**config.mk**
```make
export PLATFORM = sky130hd
export DESIGN_NAME = prp_list_builder
export DESIGN_NICKNAME = d
export VERILOG_FILES = /design/src/hdl/prplb_pkg.sv /design/src/hdl/prp_list_builder.sv /design/src/hdl/prplb_ctrl.sv /design/src/hdl/prplb_dp.sv
export SDC_FILE = /design/constraint.sdc
export NUM_CORES = 1
export LEC_CHECK = 0
export BUFFER_PORTS_ARGS = -buffer_cell sky130_fd_sc_hd__buf_2
export CAP_MARGIN = 20
export CORE_UTILIZATION = 50
export DETAILED_ROUTE_END_ITERATION = 8
export GPL_ROUTABILITY_DRIVEN = 0
export PLACE_DENSITY = 0.7
export SLEW_MARGIN = 0
export SYNTH_ARGS = -nofsm -noshare
export SYNTH_HDL_FRONTEND = slang
export SYNTH_HIERARCHICAL = 1
export SYNTH_SLANG_ARGS = --single-unit
```
**constraint.sdc**
```tcl
create_clock -name i_clk -period 8.5 [get_ports i_clk]
set_input_delay 1.7 -clock i_clk [delete_from_list [all_inputs] [get_ports i_clk]]
set_output_delay 1.7 -clock i_clk [all_outputs]
set_load 0.03 [all_outputs]
```
**src/hdl/prplb_pkg.sv**
```systemverilog
// prplb_pkg: shared types and constants of the prp list builder
// result kind codes, controller/datapath command and status structs
// no dependencies
`default_nettype none

package prplb_pkg;

    // field widths fixed by the interface
    localparam int ADDR_W        = 48;
    localparam int LEN_W         = 18;
    localparam int SHIFT_W       = 5;
    localparam int KIND_W        = 2;

    // page shift range and reset value
    localparam logic [SHIFT_W-1:0] PAGE_SHIFT_MIN   = 5'd12;
    localparam logic [SHIFT_W-1:0] PAGE_SHIFT_MAX   = 5'd16;
    localparam logic [SHIFT_W-1:0] PAGE_SHIFT_RESET = 5'd12;

    // largest page in bytes needs this many bits
    localparam int PAGE_W        = 17;

    // parameter defaults
    localparam int MAX_LIST_ENTRIES_DEF = 63;
    localparam int ADDRESS_BITS_DEF     = 48;

    typedef enum logic [KIND_W-1:0] {
        KIND_ENTRY = 2'd0,
        KIND_FINAL = 2'd1,
        KIND_ERROR = 2'd2
    } t_kind;

    typedef struct packed {
        logic load;
        logic calc;
        logic emit_entry;
        logic emit_final;
    } t_cmd;

    typedef struct packed {
        logic out_free;
        logic list_mode;
        logic one_left;
    } t_status;

endpackage

`default_nettype wire

```
**src/hdl/prp_list_builder.sv**
```systemverilog
// prp_list_builder: top level of the nvme prp pointer and list builder
// instantiates prplb_ctrl and prplb_dp, uses prplb_pkg
//
// usage
//   input channel (i_in_valid / o_in_ready): one item per host buffer, carrying
//   its byte address, byte length and the address of the list page
//   output channel (o_out_valid / i_out_ready): result items; a long buffer gives
//   one list entry write per further page, then a final item with last set
//   config channel (i_cfg_valid / o_cfg_ready): page shift, always ready, write
//   only while the block is idle; values below 12 act as 12, above 16 as 16
// timing
//   one item at a time: accept, page math, then one result per cycle from the
//   output register while the receiver takes them; the entry loop advances the
//   running slot and page address adders in the datapath
//   a short, empty or overlong buffer skips the entry loop and gives only its
//   final item
// reset
//   synchronous active low; clears the state machine and the output valid,
//   page shift returns to 12
// stall
//   the output register holds its item until taken; the entry loop waits on it
`default_nettype none

module prp_list_builder #(
    parameter int MAX_LIST_ENTRIES = prplb_pkg::MAX_LIST_ENTRIES_DEF,
    parameter int ADDRESS_BITS     = prplb_pkg::ADDRESS_BITS_DEF
) (
    input  wire logic                          i_clk,
    input  wire logic                          i_rst_n,
    // configuration
    input  wire logic                          i_cfg_valid,
    output logic                               o_cfg_ready,
    input  wire logic [prplb_pkg::SHIFT_W-1:0] i_cfg_page_shift,
    // input items
    input  wire logic                          i_in_valid,
    output logic                               o_in_ready,
    input  wire logic [prplb_pkg::ADDR_W-1:0]  i_buffer_address,
    input  wire logic [prplb_pkg::LEN_W-1:0]   i_length_bytes,
    input  wire logic [prplb_pkg::ADDR_W-1:0]  i_list_page_address,
    // result items
    output logic                               o_out_valid,
    input  wire logic                          i_out_ready,
    output logic [prplb_pkg::KIND_W-1:0]       o_kind,
    output logic [prplb_pkg::ADDR_W-1:0]       o_entry_address,
    output logic [prplb_pkg::ADDR_W-1:0]       o_entry_value,
    output logic [prplb_pkg::ADDR_W-1:0]       o_first_pointer,
    output logic [prplb_pkg::ADDR_W-1:0]       o_second_pointer,
    output logic                               o_last
);

    prplb_pkg::t_cmd    cmd;
    prplb_pkg::t_status status;

    // the shift register takes a write in any cycle
    assign o_cfg_ready = 1'b1;

    // sequencing: idle, page math, entry loop, final item
    prplb_ctrl u_ctrl (
        .i_clk      (i_clk),
        .i_rst_n    (i_rst_n),
        .i_in_valid (i_in_valid),
        .o_in_ready (o_in_ready),
        .i_status   (status),
        .o_cmd      (cmd)
    );

    // page math, slot and page address counters, output register
    prplb_dp #(
        .MAX_LIST_ENTRIES (MAX_LIST_ENTRIES),
        .ADDRESS_BITS     (ADDRESS_BITS)
    ) u_dp (
        .i_clk               (i_clk),
        .i_rst_n             (i_rst_n),
        .i_cfg_valid         (i_cfg_valid),
        .i_cfg_page_shift    (i_cfg_page_shift),
        .i_buffer_address    (i_buffer_address),
        .i_length_bytes      (i_length_bytes),
        .i_list_page_address (i_list_page_address),
        .i_cmd               (cmd),
        .o_status            (status),
        .o_out_valid         (o_out_valid),
        .i_out_ready         (i_out_ready),
        .o_kind              (o_kind),
        .o_entry_address     (o_entry_address),
        .o_entry_value       (o_entry_value),
        .o_first_pointer     (o_first_pointer),
        .o_second_pointer    (o_second_pointer),
        .o_last              (o_last)
    );

endmodule

`default_nettype wire

```
**src/hdl/prplb_ctrl.sv**
```systemverilog
// prplb_ctrl: sequencing state machine of the prp list builder
// depends on prplb_pkg (t_cmd, t_status)
`default_nettype none

module prplb_ctrl (
    input  wire logic              i_clk,
    input  wire logic              i_rst_n,
    input  wire logic              i_in_valid,
    output logic                   o_in_ready,
    input  wire prplb_pkg::t_status i_status,
    output prplb_pkg::t_cmd        o_cmd
);

    typedef enum logic [1:0] {
        S_IDLE,
        S_CALC,
        S_ENTRY,
        S_FINAL
    } t_state;

    t_state r_state;

    always_comb begin
        o_cmd            = '0;
        o_cmd.load       = (r_state == S_IDLE) && i_in_valid;
        o_cmd.calc       = (r_state == S_CALC);
        o_cmd.emit_entry = (r_state == S_ENTRY) && i_status.list_mode && i_status.out_free;
        o_cmd.emit_final = (r_state == S_FINAL) && i_status.out_free;
    end

    assign o_in_ready = (r_state == S_IDLE);

    always_ff @(posedge i_clk) begin
        if (!i_rst_n) begin
            r_state <= S_IDLE;
        end else begin
            case (r_state)
                S_IDLE: begin
                    if (i_in_valid) begin
                        r_state <= S_CALC;
                    end
                end
                S_CALC: begin
                    r_state <= S_ENTRY;
                end
                S_ENTRY: begin
                    // short, empty and overlong buffers go straight to the final item
                    if (!i_status.list_mode) begin
                        r_state <= S_FINAL;
                    end else if (i_status.out_free && i_status.one_left) begin
                        r_state <= S_FINAL;
                    end
                end
                S_FINAL: begin
                    if (i_status.out_free) begin
                        r_state <= S_IDLE;
                    end
                end
                default: begin
                    r_state <= S_IDLE;
                end
            endcase
        end
    end

endmodule

`default_nettype wire

```
**src/hdl/prplb_dp.sv**
```systemverilog
// prplb_dp: datapath of the prp list builder
// holds the page shift register, item registers, address counters and output register
// depends on prplb_pkg
`default_nettype none

module prplb_dp #(
    parameter int MAX_LIST_ENTRIES = prplb_pkg::MAX_LIST_ENTRIES_DEF,
    parameter int ADDRESS_BITS     = prplb_pkg::ADDRESS_BITS_DEF
) (
    input  wire logic                               i_clk,
    input  wire logic                               i_rst_n,
    input  wire logic                               i_cfg_valid,
    input  wire logic [prplb_pkg::SHIFT_W-1:0]      i_cfg_page_shift,
    input  wire logic [prplb_pkg::ADDR_W-1:0]       i_buffer_address,
    input  wire logic [prplb_pkg::LEN_W-1:0]        i_length_bytes,
    input  wire logic [prplb_pkg::ADDR_W-1:0]       i_list_page_address,
    input  wire prplb_pkg::t_cmd                    i_cmd,
    output prplb_pkg::t_status                      o_status,
    output logic                                    o_out_valid,
    input  wire logic                               i_out_ready,
    output logic [prplb_pkg::KIND_W-1:0]            o_kind,
    output logic [prplb_pkg::ADDR_W-1:0]            o_entry_address,
    output logic [prplb_pkg::ADDR_W-1:0]            o_entry_value,
    output logic [prplb_pkg::ADDR_W-1:0]            o_first_pointer,
    output logic [prplb_pkg::ADDR_W-1:0]            o_second_pointer,
    output logic                                    o_last
);

    localparam int AW      = prplb_pkg::ADDR_W;
    localparam int PW      = prplb_pkg::PAGE_W;
    localparam int SUM_W   = prplb_pkg::LEN_W + 1;
    localparam int CNT_W   = 7;
    localparam int ENTRY_W = $clog2(MAX_LIST_ENTRIES + 1);

    localparam logic [63:0] MASK64 = (ADDRESS_BITS >= 64) ? {64{1'b1}}
                                   : ((64'd1 << ADDRESS_BITS) - 64'd1);
    localparam logic [AW-1:0] ADDR_MASK = MASK64[AW-1:0];

    // configuration and item registers
    logic [prplb_pkg::SHIFT_W-1:0] r_cfg_shift;
    logic [prplb_pkg::SHIFT_W-1:0] r_sh;
    logic [AW-1:0]                 r_buf;
    logic [prplb_pkg::LEN_W-1:0]   r_len;
    logic [AW-1:0]                 r_list;

    // run state
    logic [AW-1:0]                 r_slot;
    logic [AW-1:0]                 r_val;
    logic [ENTRY_W-1:0]            r_remaining;
    logic                          r_list_mode;
    prplb_pkg::t_kind              r_fin_kind;
    logic [AW-1:0]                 r_fin_first;
    logic [AW-1:0]                 r_fin_second;

    // output register
    logic                          r_out_valid;
    prplb_pkg::t_kind              r_kind;
    logic [AW-1:0]                 r_ea;
    logic [AW-1:0]                 r_ev;
    logic [AW-1:0]                 r_fp;
    logic [AW-1:0]                 r_sp;
    logic                          r_last;

    logic [prplb_pkg::SHIFT_W-1:0] n_sh;
    logic [PW-1:0]                 page;
    logic [15:0]                   offset;
    logic [PW-1:0]                 first_len;
    logic                          fits;
    logic [SUM_W-1:0]              rest;
    logic [CNT_W-1:0]              entries;
    logic                          too_long;
    logic [AW-1:0]                 first_next;
    logic                          out_free;

    always_comb begin
        if (r_cfg_shift < prplb_pkg::PAGE_SHIFT_MIN) begin
            n_sh = prplb_pkg::PAGE_SHIFT_MIN;
        end else if (r_cfg_shift > prplb_pkg::PAGE_SHIFT_MAX) begin
            n_sh = prplb_pkg::PAGE_SHIFT_MAX;
        end else begin
            n_sh = r_cfg_shift;
        end
    end

    always_comb begin
        page       = PW'(1) << r_sh;
        offset     = r_buf[15:0] & 16'(page - PW'(1));
        first_len  = page - {1'b0, offset};
        fits       = (SUM_W'(offset) + SUM_W'(r_len)) <= (SUM_W'(page) << 1);
        rest       = SUM_W'(r_len) - SUM_W'(first_len);
        entries    = CNT_W'((rest + SUM_W'(page) - SUM_W'(1)) >> r_sh);
        too_long   = entries > CNT_W'(MAX_LIST_ENTRIES);
        first_next = (r_buf + AW'(first_len)) & ADDR_MASK;
    end

    assign out_free = !r_out_valid || i_out_ready;

    always_comb begin
        o_status           = '0;
        o_status.out_free  = out_free;
        o_status.list_mode = r_list_mode;
        o_status.one_left  = (r_remaining == ENTRY_W'(1));
    end

    always_ff @(posedge i_clk) begin
        if (!i_rst_n) begin
            r_cfg_shift <= prplb_pkg::PAGE_SHIFT_RESET;
        end else if (i_cfg_valid) begin
            r_cfg_shift <= i_cfg_page_shift;
        end
    end

    always_ff @(posedge i_clk) begin
        if (i_cmd.load) begin
            r_buf  <= i_buffer_address;
            r_len  <= i_length_bytes;
            r_list <= i_list_page_address;
            r_sh   <= n_sh;
        end
    end

    always_ff @(posedge i_clk) begin
        if (!i_rst_n) begin
            r_list_mode <= 1'b0;
        end else if (i_cmd.calc) begin
            r_val       <= first_next;
            r_slot      <= r_list & ADDR_MASK;
            r_remaining <= ENTRY_W'(entries);
            r_list_mode <= 1'b0;
            if (r_len == '0) begin
                r_fin_kind   <= prplb_pkg::KIND_FINAL;
                r_fin_first  <= '0;
                r_fin_second <= '0;
            end else if (fits) begin
                r_fin_kind   <= prplb_pkg::KIND_FINAL;
                r_fin_first  <= r_buf;
                r_fin_second <= (SUM_W'(r_len) > SUM_W'(first_len)) ? first_next : '0;
            end else if (too_long) begin
                r_fin_kind   <= prplb_pkg::KIND_ERROR;
                r_fin_first  <= '0;
                r_fin_second <= '0;
            end else begin
                r_fin_kind   <= prplb_pkg::KIND_FINAL;
                r_fin_first  <= r_buf;
                r_fin_second <= r_list;
                r_list_mode  <= 1'b1;
            end
        end else if (i_cmd.emit_entry) begin
            r_slot      <= (r_slot + AW'(8)) & ADDR_MASK;
            r_val       <= (r_val + AW'(page)) & ADDR_MASK;
            r_remaining <= r_remaining - ENTRY_W'(1);
        end
    end

    always_ff @(posedge i_clk) begin
        if (!i_rst_n) begin
            r_out_valid <= 1'b0;
        end else if (i_cmd.emit_entry || i_cmd.emit_final) begin
            r_out_valid <= 1'b1;
        end else if (i_out_ready) begin
            r_out_valid <= 1'b0;
        end
    end

    always_ff @(posedge i_clk) begin
        if (i_cmd.emit_entry) begin
            r_kind <= prplb_pkg::KIND_ENTRY;
            r_ea   <= r_slot;
            r_ev   <= r_val;
            r_fp   <= '0;
            r_sp   <= '0;
            r_last <= 1'b0;
        end else if (i_cmd.emit_final) begin
            r_kind <= r_fin_kind;
            r_ea   <= '0;
            r_ev   <= '0;
            r_fp   <= r_fin_first;
            r_sp   <= r_fin_second;
            r_last <= 1'b1;
        end
    end

    assign o_out_valid      = r_out_valid;
    assign o_kind           = r_kind;
    assign o_entry_address  = r_ea;
    assign o_entry_value    = r_ev;
    assign o_first_pointer  = r_fp;
    assign o_second_pointer = r_sp;
    assign o_last           = r_last;

endmodule

`default_nettype wire

```
==> impl_metrics.py, run 1 <==
metrics = {
    "status": {
        "outcome": "finished, final reports clean",
    },
    "placement": {
        "io_buffer_count": 320,
        "placedCellCount": 3719,
        "dpl-instance-area_um2": 31100,
        "hpwl_mm": 64.1,
    },
    "clock_network": {
        "clkSinkCount": 523,
        "tritoncts.num_buffers": 55,
        "clkTransAtPathRegs_ps": 60,
        "ctsLongestPathBuffers": 3,
        "clock_tree.root_cell": "sky130_fd_sc_hd__clkbuf_16",
        "postCtsHoldBufs": 0,
        "tritoncts": "done",
        "clock_insertion_delay_at_the_later_pin_of_the_skew_report_ps": 630,
        "ctsHtreeMaxLevel": 2,
    },
    "route": {
        "routed_len_inst_um": 23.1,
        "post-route-drc-count": 0,
        "routed_wl_mm": 88.2,
        "detailedRoute.firstIterationViolations": 2613,
        "detailroute.via_count": 23400,
        "drt_pre_antenna_iters": 8,
        "final_antenna_net_count": 0,
        "via_per_inst": 6.11,
    },
    "setup_path": {
        "worstSetupPathType": "flop to flop",
        "start_kind": "flop",
        "crit_path_max_fanout": 22,
        "worst-endpoint-arrival_ps": 8390,
        "timing.critical_path.slowest_stage_cell": "sky130_fd_sc_hd__or4_1",
        "worst-endpoint-required_ps": 8850,
        "largest_stage_delay_on_the_critical_path_ps": 540,
        "cp_top_delay_family": "simple AND/OR/NAND/NOR gates",
        "cp_buf_inv_count": 1,
        "critPathCaptureType": "flop",
    },
    "synthesis": {
        "post-synth-top-area-cell": "sky130_fd_sc_hd__edfxtp_1",
        "synth_cell_types": 95,
        "synth-seq-area-share": 0.507,
        "synth_common_cells": "sky130_fd_sc_hd__edfxtp_1, sky130_fd_sc_hd__nand2_1, sky130_fd_sc_hd__nor2_1",
        "edff_count_synth": 415,
        "syn_avg_cell_area_um2": 10.4,
        "largest_family_of_logic_cells_by_synthesized_area": "simple AND/OR/NAND/NOR gates",
        "ys.warnings.count": 6,
        "yosys.area_share.simple": 0.163,
        "total_standard_cell_area_after_synthesis_um2": 28800,
        "async_set_or_reset_register_ratio_after_synthesis": 0,
        "post_synth_inst_count": 2765,
        "synth_top_area_frac": 0.432,
        "synth.net_count": 3024,
        "library_cell_with_the_highest_instance_count_after_synthesis": "sky130_fd_sc_hd__edfxtp_1",
        "synthesized_area_fraction_occupied_by_ao_oa_aoi_and_oai_cells": 0.134,
        "synth_flop_cell": "sky130_fd_sc_hd__edfxtp_1",
        "synth_mux_area_frac": 0.0490,
        "synth_xor_area_frac": 0.0480,
        "synth-adder-area-share": 0.0635,
        "synth.ff_latch_count": 523,
        "synth_area_leaders": "sky130_fd_sc_hd__edfxtp_1, sky130_fd_sc_hd__dfxtp_1, sky130_fd_sc_hd__ha_1",
    },
    "power_and_ir_drop": {
        "ir_drop_mv": 0.383,
        "comb_power_share": 0.505,
        "power.leakage_nw": 12.7,
        "power.net_switching_mw": 6.31,
        "swShare": 0.460,
        "power_frac_seq": 0.325,
        "power_density_of_the_placed_cells_nw_per_um2": 417,
        "internal_power_consumption_mw": 7.41,
        "clock_power_share": 0.170,
    },
    "floorplan": {
        "rows": 87,
        "ios": 322,
        "die_area_um2": 58600,
        "chipHeight_um": 242,
        "dieWidth_um": 242,
        "start_util": 0.508,
        "placeableCoreArea_um2": 56700,
    },
    "sta": {
        "grt_setup_unrepaired": "false",
        "final_period_minus_worst_setup_slack_ps": 8040,
        "worstMarginPinSlew_ps": 1150,
        "finalHoldViolations": 0,
        "max-slew-margin-rel": 0.230,
        "timing.clock.skew_ps": 36.2,
        "timing.setup.tns_ps": 0,
        "finalSetupViolations": 0,
        "final_slew_viol_count": 0,
        "post_route_fraction_of_the_period_consumed_by_the_critical_path": 0.946,
        "max_freq_mhz": 124,
    },
    "finish": {
        "fin_area_um2": 32900,
        "finalCoreUtilization": 0.580,
        "final.fill_count": 4753,
        "fin_cells": 3826,
        "post_route_cells_drive_above_1_share": 0.162,
        "layout-area-overhead-vs-synth_pct": 14.1,
        "fin_nets": 3281,
    },
    "flow_run": {
        "timing.max_cap.violations": 0,
    },
    "grt": {
        "grt_first_pass_wirelength_mm": 133,
        "first_global_vias": 22600,
        "initial_antenna_violation_count": 2,
        "grt-ovfl-total": 0,
        "grt_start_max_net_pins": 107,
        "grt_use_total": 0.294,
    },
    "worst_hold_path": {
        "hold_class": "flop to flop",
    },
}
==> state kept, by name, summed over array words and instances, names as in the netlist, 18 cells and up <==
signal and flops:
u_dp/o_entry_address 48, u_dp/o_entry_value 48, u_dp/o_first_pointer 48, u_dp/o_second_pointer 48, u_dp/r_buf 48, u_dp/r_fin_first 48
u_dp/r_fin_second 48, u_dp/r_len 18, u_dp/r_list 48, u_dp/r_slot 48, u_dp/r_val 48
==> tightest hold or removal path: stages (launching register included) <==
cell	delay, ps
sky130_fd_sc_hd__edfxtp_1	330
sky130_fd_sc_hd__mux2i_1	60
sky130_fd_sc_hd__nor2_1	70
==> metal layers <==
layer / wire, um / vias up / global-route usage
met5: 0 / - / 0
met1: 33400 / 11100 / 0.356
met2: 42100 / 1263 / 0.491
met4: 6280 / 0 / 0.188
met3: 6490 / 308 / 0.0453
li1: - / 10700 / -
==> cell usage in the layout (no fill, tap or decap), types with 21 or more instances in the layout <==
cell type	instances
sky130_fd_sc_hd__ha_1	115
sky130_fd_sc_hd__o21a_1	23
sky130_fd_sc_hd__and2_1	111
sky130_fd_sc_hd__nand2_1	278
sky130_fd_sc_hd__clkbuf_1	21
sky130_fd_sc_hd__nor2_1	206
sky130_fd_sc_hd__clkbuf_16	55
sky130_fd_sc_hd__nor3_1	59
sky130_fd_sc_hd__inv_1	93
sky130_fd_sc_hd__xnor2_1	83
sky130_fd_sc_hd__buf_4	35
sky130_fd_sc_hd__nand3_1	68
sky130_fd_sc_hd__a21o_1	31
sky130_fd_sc_hd__a21oi_1	138
sky130_fd_sc_hd__xor2_1	75
sky130_fd_sc_hd__and3_1	38
sky130_fd_sc_hd__dfxtp_1	108
sky130_fd_sc_hd__o211ai_1	53
sky130_fd_sc_hd__edfxtp_1	415
sky130_fd_sc_hd__buf_2	320
sky130_fd_sc_hd__a211oi_1	44
sky130_fd_sc_hd__o21ai_0	174
sky130_fd_sc_hd__nand4_1	81
sky130_fd_sc_hd__mux2i_1	123
==> cell families after synthesis <==
family / after synthesis
xor gates and xnor gates: 158
buffers and inverters: 253
and+or+nand+nor: 957
AOI/OAI and AO/OA: 603
adders and majority gates: 135
DFF: 523
other: 1
muxes: 135
==> through the flow <==
step / hold slack (ps) / setup slack [ps] / power [mW]
after detailed placement: 454 / 577 / 11.3
after floorplan: 448 / 702 / 9.15
after global routing: 502 / 97.2 / 14.4
after global placement: 443 / 802 / 11.0
after CTS: 458 / 500 / 13.6
final: 461 / 459 / 13.7
==> final cells by class <==
cell class | count | area (um^2) | area share
diodes | 2 | 5.00 | 0.000152
repair buffers | 358 | 1920 | 0.0585
inverters | 95 | 359 | 0.0109
multi-input cells | 1989 | 13300 | 0.404
clock inverters | 19 | 184 | 0.00559
clock buffers | 84 | 1570 | 0.0476
well taps | 756 | 946 | 0.0288
flip-flops and latches | 523 | 14600 | 0.445
==> final timing paths <==
check                                         start                       to  slack (ps)  depth (start not counted)
worst max-delay path                   u_dp/r_sh[3]      u_dp/r_remaining[3]         460                         28
worst min-delay path            u_dp/r_fin_first[6]  u_dp/o_first_pointer[6]         460                          2
worst max register to register         u_dp/r_sh[3]      u_dp/r_remaining[3]         460                         28
worst min register to register  u_dp/r_fin_first[6]  u_dp/o_first_pointer[6]         460                          2
==> power groups by stage <==
stage          Combinational (mW)  Sequential (mW)  Clock (mW)
5_1_grt                      7.46             4.51        2.46
4_1_cts                      6.80             4.45        2.38
2_1_floorplan                4.32             4.82           0
3_5_place_dp                 6.76             4.49           0
6_report                     6.92             4.46        2.34
3_3_place_gp                 6.53             4.47           0
==> what timing repair did <==
item,in CTS,in global routing
buffers inserted,0,1
setup endpoints to repair,0,4
resized for setup,0,1
Power figures use the tool's default switching activity.
==> run 2, diff against run 1 <==
PLACE_DENSITY = not set   (was 0.7)
PLACE_DENSITY_LB_ADDON = 0.08   (was not set)
==> impl_metrics.py, run 2 (synthesized netlist as in run 1, its figures left out) <==
metrics = {
    "power_and_ir_drop": {
        "power.net_switching_mw": 6.34,
        "power.leakage_nw": 12.9,
        "power_frac_seq": 0.314,
        "ir_drop_mv": 0.404,
        "comb_power_share": 0.502,
        "clock_power_share": 0.183,
        "internal_power_consumption_mw": 7.67,
        "total_power_mw": 14.0,
        "power_density_of_the_placed_cells_nw_per_um2": 422,
        "swShare": 0.452,
    },
    "sta": {
        "worstMarginPinSlew_ps": 1090,
        "max-slew-margin-rel": 0.274,
        "timing.setup.tns_ps": 0,
        "worst_slack_ps": 450,
        "finalHoldViolations": 0,
        "final_period_minus_worst_setup_slack_ps": 8050,
        "post_route_fraction_of_the_period_consumed_by_the_critical_path": 0.947,
        "final_slew_viol_count": 0,
        "grt_setup_unrepaired": "false",
        "timing.clock.skew_ps": 33.2,
        "max_freq_mhz": 124,
        "finalSetupViolations": 0,
    },
    "finish": {
        "finalCoreUtilization": 0.586,
        "final.fill_count": 4816,
        "top_library_cells_by_usage_in_the_layout_fill_and_taps_aside": "sky130_fd_sc_hd__edfxtp_1, sky130_fd_sc_hd__buf_2, sky130_fd_sc_hd__nand2_1",
        "layout-area-overhead-vs-synth_pct": 15.2,
        "most_frequent_standard_cell_in_the_layout_excluding_fill_and_tap_cells": "sky130_fd_sc_hd__edfxtp_1",
        "post_route_cells_drive_above_1_share": 0.168,
        "fin_nets": 3291,
        "fin_cells": 3839,
    },
    "route": {
        "detailedRoute.firstIterationViolations": 2249,
        "routed_wl_mm": 87.2,
        "post-route-drc-count": 0,
        "final_antenna_net_count": 0,
        "via_per_inst": 5.98,
        "detailroute.via_count": 22900,
        "routed_len_inst_um": 22.7,
        "drt_pre_antenna_iters": 6,
    },
    "setup_path": {
        "ff_to_ff_path_depth": 28,
        "worst-endpoint-required_ps": 8860,
        "crit_path_max_fanout": 50,
        "critical_path.reg2reg.startpoint": "u_dp/r_sh[4]",
        "start_kind": "flop",
        "critPathCaptureType": "flop",
        "worstSetupPathType": "flop to flop",
        "largest_stage_delay_on_the_critical_path_ps": 540,
        "rr_endpoint": "u_dp/r_fin_second[9]",
        "worst-r2r-setup-slack_ps": 450,
        "worst-endpoint-arrival_ps": 8410,
        "timing.critical_path.slowest_stage_cell": "sky130_fd_sc_hd__mux4_2",
    },
    "grt": {
        "grt_use_total": 0.291,
        "grt_start_max_net_pins": 124,
        "grt-ovfl-total": 0,
        "initial_antenna_violation_count": 4,
        "grt_first_pass_wirelength_mm": 131,
        "first_global_vias": 21800,
    },
    "floorplan": {
        "start_util": 0.508,
        "chipHeight_um": 242,
        "placeableCoreArea_um2": 56700,
        "die_area_um2": 58600,
        "rows": 87,
        "dieWidth_um": 242,
        "ios": 322,
    },
    "placement": {
        "placedCellCount": 3726,
        "preCtsSetupSlack_ps": 444,
        "io_buffer_count": 320,
        "hpwl_mm": 64.1,
    },
    "worst_hold_path": {
        "worstHoldPathCells": 2,
        "hold_class": "flop to flop",
        "worst_hold_path_startpoint": "u_dp/o_last",
        "worstHoldEndpoint": "u_dp/o_last",
    },
    "clock_network": {
        "clock_tree.root_cell": "sky130_fd_sc_hd__clkbuf_16",
        "tritoncts": "done",
        "clkSinkCount": 523,
        "clkTransAtPathRegs_ps": 60,
        "ctsLongestPathBuffers": 3,
        "clock_insertion_delay_at_the_later_pin_of_the_skew_report_ps": 630,
        "ctsHtreeMaxLevel": 2,
        "postCtsHoldBufs": 0,
        "tritoncts.num_buffers": 56,
    },
    "status": {
        "outcome": "finished, final reports clean",
    },
    "flow_run": {
        "timing.max_cap.violations": 0,
    },
}
## run 2: power groups by stage
| stage | Clock, mW | Sequential, mW | Combinational (mW) |
|---|---|---|---|
| 2_1_floorplan | 0 | 4.82 | 4.32 |
| 3_3_place_gp | 0 | 4.43 | 6.70 |
| 3_5_place_dp | 0 | 4.45 | 6.89 |
| 4_1_cts | 2.61 | 4.40 | 6.92 |
| 5_1_grt | 2.71 | 4.47 | 7.59 |
| 6_report | 2.57 | 4.41 | 7.04 |
## run 2: worst max path at each step
stage               slack (ps)                    to    startpoint  cells after the start
CTS                        420  u_dp/r_fin_first[10]  u_dp/r_sh[4]                     28
detailed placement         440  u_dp/r_fin_first[10]  u_dp/r_sh[4]                     28
global route               110  u_dp/r_fin_second[2]  u_dp/r_sh[4]                     28
global placement           690  u_dp/r_fin_first[33]  u_dp/r_sh[4]                     28
finish                     450  u_dp/r_fin_second[9]  u_dp/r_sh[4]                     28
floorplan                  700  u_dp/r_fin_first[25]  u_dp/r_sh[0]                     34
## run 2: final cells by class
cell class / instances / area, um^2 / area share
Sequential cell: 523 / 14600 / 0.440
Multi-Input combinational cell: 1989 / 13300 / 0.400
Timing Repair Buffer: 367 / 2040 / 0.0613
Clock buffer: 81 / 1630 / 0.0490
Tap cell: 756 / 946 / 0.0285
Inverter: 95 / 359 / 0.0108
Clock inverter: 25 / 340 / 0.0102
Antenna cell: 3 / 7.51 / 0.000226
## run 2: critical path, delay by kind of cell (launching register included)
kind,cells,cell delay [ps]
and+or+nand+nor,11,2630
buffers and inverters,1,340
AOI/OAI and AO/OA,10,2090
adders and majority gates,4,1490
DFF,1,500
xor gates and xnor gates,1,180
muxes,1,540
## run 2: timing repair
item	CTS	global route
endpoints found under the setup margin	0	50
endpoints found under the hold margin	0	0
gates resized for setup	0	1
setup buffers	0	2
## run 2: per-layer routing
metal / vias to the layer above / GRT usage / routed length [um]
li1: 10700 / - / -
met1: 11100 / 0.357 / 34300
met2: 891 / 0.505 / 43500
met3: 219 / 0.0359 / 4570
met4: 0 / 0.142 / 4800
met5: - / 0 / 0
## run 2: per-stage QoR
step / hold slack, ps / area (um^2)
after global routing: 499 / 33200
after floorplan: 448 / 28800
after global placement: 441 / 31200
after CTS: 466 / 33100
after detailed placement: 451 / 31200
final: 466 / 33200
